[src/design/vfcm_pkg.sv]
// shared types and constants of the voxel face culling mesher
package vfcm_pkg;

  localparam int IN_W   = 40;
  localparam int OUT_W  = 40;
  localparam int GRID_W = 5;
  localparam int CNT_W  = 15;
  localparam int FACES  = 6;

  localparam logic [2:0] CMD_STORE   = 3'd0;
  localparam logic [2:0] CMD_TILE    = 3'd1;
  localparam logic [2:0] CMD_TRANS   = 3'd2;
  localparam logic [2:0] CMD_MESH    = 3'd3;
  localparam logic [2:0] CMD_RESTART = 3'd4;

  localparam logic [2:0] FACE_TOP    = 3'd0;
  localparam logic [2:0] FACE_BOTTOM = 3'd1;
  localparam logic [2:0] FACE_PZ     = 3'd2;
  localparam logic [2:0] FACE_NZ     = 3'd3;
  localparam logic [2:0] FACE_PX     = 3'd4;
  localparam logic [2:0] FACE_NX     = 3'd5;

  localparam logic [GRID_W-1:0] GRID_RESET = 5'd16;
  localparam logic [CNT_W-1:0]  CNT_MAX    = 15'h7fff;

  typedef struct packed {
    logic accept;
    logic rd_here;
    logic latch_here;
    logic rd_nbr;
    logic rd_trans;
    logic face_done;
    logic pick;
    logic div_load;
    logic div_step;
    logic emit;
  } vfcm_cmd_t;

  typedef struct packed {
    logic mesh_go;
    logic here_zero;
    logic nbr_out;
    logic last_face;
    logic mask_empty;
    logic div_last;
    logic out_free;
  } vfcm_stat_t;

endpackage

[src/design/vfcm_ctrl.sv]
// controller state machine of the mesher
module vfcm_ctrl (
  input  logic                clk,
  input  logic                rst,
  input  logic                in_valid,
  output logic                in_ready,
  input  vfcm_pkg::vfcm_stat_t stat,
  output vfcm_pkg::vfcm_cmd_t  cmd
);

  localparam logic [3:0] ST_IDLE      = 4'd0;
  localparam logic [3:0] ST_HERE_RD   = 4'd1;
  localparam logic [3:0] ST_HERE_CHK  = 4'd2;
  localparam logic [3:0] ST_NBR       = 4'd3;
  localparam logic [3:0] ST_NBR_TYPE  = 4'd4;
  localparam logic [3:0] ST_NBR_TRANS = 4'd5;
  localparam logic [3:0] ST_EMIT_SEL  = 4'd6;
  localparam logic [3:0] ST_DIV_LOAD  = 4'd7;
  localparam logic [3:0] ST_DIV_RUN   = 4'd8;
  localparam logic [3:0] ST_EMIT      = 4'd9;

  logic [3:0] state, state_next;

  assign in_ready = (state == ST_IDLE);

  always_comb begin
    state_next = state;
    cmd = '0;
    case (state)
      ST_IDLE: begin
        if (in_valid) begin
          cmd.accept = 1'b1;
          if (stat.mesh_go) state_next = ST_HERE_RD;
        end
      end
      ST_HERE_RD: begin
        cmd.rd_here = 1'b1;
        state_next = ST_HERE_CHK;
      end
      ST_HERE_CHK: begin
        cmd.latch_here = 1'b1;
        state_next = stat.here_zero ? ST_IDLE : ST_NBR;
      end
      ST_NBR: begin
        if (stat.nbr_out) begin
          cmd.face_done = 1'b1;
          if (stat.last_face) state_next = ST_EMIT_SEL;
        end else begin
          cmd.rd_nbr = 1'b1;
          state_next = ST_NBR_TYPE;
        end
      end
      ST_NBR_TYPE: begin
        cmd.rd_trans = 1'b1;
        state_next = ST_NBR_TRANS;
      end
      ST_NBR_TRANS: begin
        cmd.face_done = 1'b1;
        state_next = stat.last_face ? ST_EMIT_SEL : ST_NBR;
      end
      ST_EMIT_SEL: begin
        if (stat.mask_empty) begin
          state_next = ST_IDLE;
        end else begin
          cmd.pick = 1'b1;
          state_next = ST_DIV_LOAD;
        end
      end
      ST_DIV_LOAD: begin
        cmd.div_load = 1'b1;
        state_next = ST_DIV_RUN;
      end
      ST_DIV_RUN: begin
        cmd.div_step = 1'b1;
        if (stat.div_last) state_next = ST_EMIT;
      end
      ST_EMIT: begin
        if (stat.out_free) begin
          cmd.emit = 1'b1;
          state_next = ST_EMIT_SEL;
        end
      end
      default: state_next = ST_IDLE;
    endcase
  end

  always_ff @(posedge clk) begin
    if (rst) state <= ST_IDLE;
    else state <= state_next;
  end

endmodule

[config.mk]
export PLATFORM = sky130hd
export DESIGN_NAME = vfcm_ctrl
export DESIGN_NICKNAME = d
export VERILOG_FILES = /design/src/design/vfcm_pkg.sv /design/src/design/vfcm_ctrl.sv
export SDC_FILE = /design/constraint.sdc
export NUM_CORES = 1
export LEC_CHECK = 0
export BUFFER_PORTS_ARGS = -buffer_cell sky130_fd_sc_hd__buf_2
export CAP_MARGIN = 20
export CORE_AREA = 2 2 39 41
export DETAILED_ROUTE_END_ITERATION = 6
export DIE_AREA = 0 0 41 43
export GPL_TIMING_DRIVEN = 0
export HOLD_SLACK_MARGIN = 0.03
export PLACE_DENSITY = 0.56
export SETUP_SLACK_MARGIN = 0.5
export SLEW_MARGIN = 10
export SYNTH_ARGS = -nofsm -noshare
export SYNTH_HDL_FRONTEND = slang
export SYNTH_SLANG_ARGS = --single-unit
[constraint.sdc]
create_clock -name clk -period 1.4 [get_ports clk]
set_input_delay 0 -clock clk [delete_from_list [all_inputs] [get_ports clk]]
set_output_delay 0 -clock clk [all_outputs]
set_load 0.005 [all_outputs]
==> out/metrics.cfg, run 1 <==
[status]
run_status=finished clean

[floorplan]
start_util_pct=29.7
row_count=14
die_w_um=41
die_area_um2=1760
core_area_um2=1380
die_y_um=43
io_pins=21

[synthesis]
syn_nets=66
synth_edf_count=0
synth-compound-area-share_pct=18.8
synthMuxAreaShare_pct=2.74
ys_types=32
synthArstFlopShare_pct=0
ys_warn_count=0
ys_seq_area_share_pct=19.5
synth_fa_ha_area_share_pct=0
ys_seq_elements=4
syn-cell-area_um2=412
syn_inst=56
synth-simple-area-share_pct=45.9
avgSynthCellArea_um2=7.35
synthFlopType=dfxtp_1
synthTopCellsByCount=nor3_1, nor2_1, dfxtp_1, inv_1
synth_top_area_cell=dfxtp_1
yosys-top-cells-area=dfxtp_1, nor3_1, nor4_2
post-synth-top-count-cell=nor3_1
synthXorXnorAreaFrac_pct=0
yosys.area.top_type_share_pct=19.5
synth_top_family_by_area=simple AND/OR/NAND/NOR gates

[worst_setup_path]
worstPathRequired_ns=1.52
critical_path.max_fanout=5
path_cells=buf_6 -> or3b_4 -> a2bb2oi_4 -> nand3_2 -> o21ba_1
r2r_start=state[3]$_SDFFE_PP0P_
reg2reg_to=state[1]$_SDFFE_PP0P_
reg2reg_depth=5
worstSetupStartpointType=register
crit_arrival_ns=1.42
max_stage_delay_ns=0.39
critPathCapture=state[1]$_SDFFE_PP0P_
crit_start=state[3]$_SDFFE_PP0P_
critical_path_class=register to register
endpoint_kind=register
rrSetupSlack_ns=0.10
crit_slowest_cell=or3b_4

[detailed_routing]
totalWireLength_um=1430
avgViaCountPerCell=5.01
dr.pass1.iters=2
vias=556
drtIter0Drc=2
remaining_drc_errors=0
detail-route-antenna-nets=0
wl_per_cell_um=12.8

[grt]
grt_pass1_wl_um=1910
grtUsageMet2_pct=24.4
use_met1_pct=20.0
grt_util_all_layers_pct=15.3
gr-total-overflow=0
grt_antenna_before_repair=0
grt_max_degree=11
grt.met3_usage_pct=1.57
top_usage_layer=met2
grt_pass1_vias=477

[cts]
cts_sinks=4
cts_tree=done
cts_root_buffer=clkbuf_4
clk_path_buf_depth=2
cts_max_level=1
cts_buffers=3
clk_pin_slew_ns=0.04
clock_latency_ns=0.23

[sta]
finalCriticalPeriod_ns=1.30
slew_headroom_pct=77.2
rsz0062_at_grt=true
tightest_slew_ns=0.342
fmax_ghz=0.770
hold_viol_final=0
final.setup_skew_ns=0.000157
maxSlewViolCount=0
tns_ns=0
setup_viol=0
period_share_pct=92.8

[power]
clkPwrFrac_pct=20.1
switching_share_pct=35.4
leakagePower_nw=0.410
internal-power_mw=0.449
power_mw=0.695
p_switching_mw=0.246
powerDensity_nw_per_um2=793
vdd_drop_max_uv=426
p_comb_share_pct=58.3
pwr-share-seq_pct=21.6

[layout]
reg.largest.list=state x4
finalNetCount=107
postLayoutCellArea_um2=876
area_delta_synth_final_pct=113
num_antenna_cells=0
fillCellCount=120
drive_gt1_share_pct=72.6
fin_util_pct=63.3
top_register=state
largest_register_ffs=4

[placement]
io_buffers=20
gp_congestion=0.731
hpwl_um=796
place_area_um2=559

[flow_run]
maxCapViolCount=0

[min_path]
hold_path.class=input pin to register

==> final cells by class <==
cell class / instances / area (um2) / share of cell area, %
sequential: 4 / 92.6 / 10.6
buffer: 4 / 48.8 / 5.57
timing repair buffer: 36 / 238 / 27.1
inverter: 5 / 18.8 / 2.14
clock buffer: 3 / 22.5 / 2.57
multi-input combinational: 43 / 435 / 49.7
tap: 16 / 20.0 / 2.29
==> critical path, delay by kind of cell (launching register included) <==
family,cells,cell delay (ns)
and+or+nand+nor,2,0.47
DFF,1,0.31
AOI/OAI and AO/OA,2,0.30
buffers and inverters,1,0.11
==> worst min-delay path by stage <==
stage / slack (ns) / cells after the start / start / endpoint
finish: 0.16 / 3 / stat[3] / state[2]$_SDFFE_PP0P_
global placement: 0.17 / 2 / rst / state[3]$_SDFFE_PP0P_
floorplan: 0.02 / 1 / stat[2] / cmd[3]
CTS: 0.14 / 3 / stat[3] / state[2]$_SDFFE_PP0P_
detailed placement: 0.17 / 2 / rst / state[3]$_SDFFE_PP0P_
global route: 0.21 / 3 / stat[3] / state[2]$_SDFFE_PP0P_
==> layout by cell type (no fill, tap or decap), drive strengths merged <==
master       instances
a2bb2oi              1
o21ba                1
nor4                 2
and2                 1
nor3                 9
mux2                 1
clkbuf               3
a31oi                1
or2b                 2
nand2                2
nand3                1
a221oi               1
a21o                 1
nor2                 5
or3b                 1
dlygate4sd3          1
nand2b               3
dfxtp                4
o21ai                3
nand3b               1
a2111oi              1
nor4b                1
o22ai                1
a21oi                1
and3                 1
nor2b                2
buf                 39
inv                  5
==> power by group through the flow <==
stage          clock network (mW)  registers, mW  logic (mW)
2_1_floorplan                   0          0.138       0.153
3_3_place_gp                    0          0.143       0.216
3_5_place_dp                    0          0.142       0.216
4_1_cts                     0.150          0.147       0.307
5_1_grt                     0.152          0.151       0.433
6_report                    0.140          0.150       0.405
==> repair_timing <==
action / in CTS / in global routing
hold buffers: 1 / 0
setup endpoints to repair: 15 / 15
pin swaps: 4 / 10
resized for setup: 18 / 18
setup buffers: 8 / 6
cloned: 1 / 0
endpoints found under the hold margin: 1 / 0
==> metrics by stage <==
stage / setup slack, ns / hold slack, ns / std cells
6_report: 0.100 / 0.163 / 111
5_1_grt: 0.0499 / 0.208 / 111
4_1_cts: 0.0848 / 0.142 / 105
3_5_place_dp: -0.0121 / 0.170 / 92
3_3_place_gp: -0.0208 / 0.167 / 92
2_1_floorplan: 0.138 / 0.0235 / 56
==> kinds of logic (layout without fill, tap and decap cells) <==
group / after synthesis / in the layout
compound gates: 11 / 11
mux: 1 / 1
flops: 4 / 4
simple gates: 31 / 31
buf+inv: 9 / 48
==> layer usage <==
layer	part of all wire (%)	routed length, um
met1	45	648
met4	0	0
met5	0	0
met3	2.0	28
met2	52	748
Power figures use the tool's default switching activity.
==> run 2: changes to the inputs <==
--- a/config.mk
+++ b/config.mk
@@ -12,7 +12,7 @@
 export DIE_AREA = 0 0 41 43
 export GPL_TIMING_DRIVEN = 0
 export HOLD_SLACK_MARGIN = 0.03
-export PLACE_DENSITY = 0.56
+export PLACE_DENSITY = 0.58
 export SETUP_SLACK_MARGIN = 0.5
 export SLEW_MARGIN = 10
 export SYNTH_ARGS = -nofsm -noshare
==> constraint.sdc (replaced) <==
create_clock -name clk -period 1.05 [get_ports clk]
set_input_delay 0 -clock clk [delete_from_list [all_inputs] [get_ports clk]]
set_output_delay 0 -clock clk [all_outputs]
set_load 0.005 [all_outputs]
==> run 2 against run 1 <==
Die area stayed put. Maximum frequency is 1.9% lower. Clock skew is 0.0037 ns higher. Global-route usage is 0.52 points lower. Cell area is 13% lower. Cell count is 9.0% lower. Wire length is 14% lower. Count of clock-buffer cells in the layout stayed put. Via count is 10% lower. The flow now finishes with violations (negative hold slack, negative setup slack).
==> out/metrics.cfg, run 2 (synthesized netlist as in run 1, its figures left out) <==
[detailed_routing]
drtIter0Drc=8  ; +6
detail-route-antenna-nets=0  ; unchanged
remaining_drc_errors=0  ; unchanged
wl_per_cell_um=12.2  ; -5.1%
avgViaCountPerCell=4.93  ; -1.6%
totalWireLength_um=1230  ; -14%
dr.pass1.iters=4  ; +2
vias=498  ; -10%

[power]
p_switching_mw=0.282  ; +15%
leakagePower_nw=0.357  ; -13%
internal-power_mw=0.501  ; +12%
powerDensity_nw_per_um2=1020  ; +29%
p_comb_share_pct=50.9  ; -7.4 points
pwr-share-seq_pct=25.6  ; +4.0 points
vdd_drop_max_uv=692  ; +63%
switching_share_pct=36.0  ; +0.62 points
clkPwrFrac_pct=23.5  ; +3.4 points

[cts]
cts_max_level=1  ; unchanged
clk_pin_slew_ns=0.04  ; about the same
cts_buffers=3  ; unchanged
cts_root_buffer=clkbuf_4
cts_sinks=4  ; unchanged
clk_path_buf_depth=2  ; unchanged
clock_latency_ns=0.23  ; about the same
cts_tree=done

[layout]
largest_register_ffs=4  ; unchanged
drive_gt1_share_pct=68.2  ; -4.4 points
num_antenna_cells=0  ; unchanged
finalNetCount=97  ; -9.3%
seq_area_um2=87.6  ; -5.4%
reg.largest.list=state x4
mostFrequentLayoutCells=buf_2, nor3_2, buf_6
top_register=state
area_delta_synth_final_pct=85.7
layout_commonest_cell=buf_2
multi_input_area_um2=414  ; -4.9%
fillCellCount=135  ; +13%
fin_cells=101  ; -9.0%

[floorplan]
die_w_um=41  ; unchanged
row_count=14  ; unchanged
die_y_um=43  ; unchanged
die_area_um2=1760  ; unchanged
start_util_pct=29.7  ; unchanged
core_area_um2=1380  ; unchanged
io_pins=21  ; unchanged

[status]
violations=negative hold slack, negative setup slack
run_status=finished, violations left

[worst_setup_path]
crit_arrival_ns=1.49  ; +0.07 ns
r2r_start=state[0]$_SDFFE_PP0P_
critical_path_class=register to register
crit_start=state[0]$_SDFFE_PP0P_
worstSetupStartpointType=register
crit_slowest_cell=dfxtp_2
endpoint_kind=register
critical_path.max_fanout=4  ; -1
worstPathRequired_ns=1.21  ; -0.31 ns
path_cells=mux2_1 -> a2bb2oi_4 -> nor4b_2 -> nor2_1
max_stage_delay_ns=0.41  ; +0.02 ns

[sta]
tns_ns=-2.35  ; -2.35 ns
maxSlewViolCount=0  ; unchanged
tightest_slew_ns=0.386  ; +0.0441 ns
fmax_ghz=0.755  ; -1.9%
rsz0062_at_grt=true
hold_viol_final=1  ; +1
holdWs_ns=-0.0624  ; -0.225 ns
setup_viol=15  ; +15
final.setup_skew_ns=0.00384  ; +0.00368 ns
setup_ws_ns=-0.275  ; -0.375 ns
finalCriticalPeriod_ns=1.32  ; +0.0251 ns
slew_headroom_pct=74.2  ; -3.0 points
period_share_pct=126  ; +33 points

[min_path]
min-delay-start=rst
hold_path.class=input pin to register

[placement]
hpwl_um=834  ; +4.8%
placedCellCount=92  ; unchanged
io_buffers=20  ; unchanged
gp_congestion=0.758  ; +3.7%
pre_cts_ws_ns=-0.323  ; -0.310 ns

[grt]
grt_pass1_vias=443  ; -7.1%
grt_antenna_before_repair=0  ; unchanged
gr-total-overflow=0  ; unchanged
grt_util_all_layers_pct=14.8  ; -0.52 points
grt_pass1_wl_um=1820  ; -4.7%
grt_max_degree=11  ; unchanged

[flow_run]
maxCapViolCount=0  ; unchanged

run 2: final timing paths:
| kind | endpoint | slack [ns] | cells after the start |
|---|---|---|---|
| hold / removal | state[3]$_SDFFE_PP0P_ | -0.06 | 2 |
| setup / recovery | state[0]$_SDFFE_PP0P_ | -0.27 | 4 |
| setup reg to reg | state[0]$_SDFFE_PP0P_ | -0.27 | 4 |
| hold reg to reg | state[0]$_SDFFE_PP0P_ | 0.75 | 3 |
run 2: worst max-delay path: cells and delay by family (launching register included):
kind               cells  cell delay (ns)
AOI/OAI and AO/OA      1             0.19
DFF                    1             0.41
muxes                  1             0.39
and+or+nand+nor        2             0.26
run 2: power groups by stage:
stage,registers [mW],logic [mW],clock network (mW)
6_report,0.201,0.399,0.184
5_1_grt,0.201,0.429,0.210
4_1_cts,0.190,0.347,0.198
3_5_place_dp,0.190,0.307,0
3_3_place_gp,0.191,0.303,0
2_1_floorplan,0.185,0.220,0
run 2: routing by layer:
metal  vias up  share of wire, %  track usage [%]  routed length, um
li1        257                 -                -                  -
met1       230                47             19.6                585
met2        11                49             23.1                608
met3         0               3.1             4.71                 38
met4         0                 0             2.00                  0
met5         -                 0                0                  0
run 2: final cells by class:
| class | count | area share [%] |
|---|---|---|
| well taps | 16 | 2.62 |
| clock buffers | 3 | 2.95 |
| inverters | 5 | 2.45 |
| flip-flops and latches | 4 | 11.5 |
| plain buffers | 4 | 6.38 |
| multi-input cells | 43 | 54.2 |
| repair buffers | 26 | 20.0 |
run 2: per-stage QoR:
stage          cell area (um2)  hold WS [ns]  util [%]  total power, mW
6_report                   764       -0.0624      55.2            0.783
5_1_grt                    764       -0.0711      55.2            0.840
4_1_cts                    704       -0.0709      50.9            0.735
3_5_place_dp               582         0.177      42.0            0.497
3_3_place_gp               582         0.176      42.0            0.494
2_1_floorplan              462        0.0235         -            0.405
run 2: repair_timing:
action | CTS | global route
setup endpoints to repair | 15 | 15
hold endpoints to repair | 1 | 1
pin swaps | 3 | 5
buffers inserted | 5 | 1
resized for setup | 13 | 10
cloned | 0 | 0
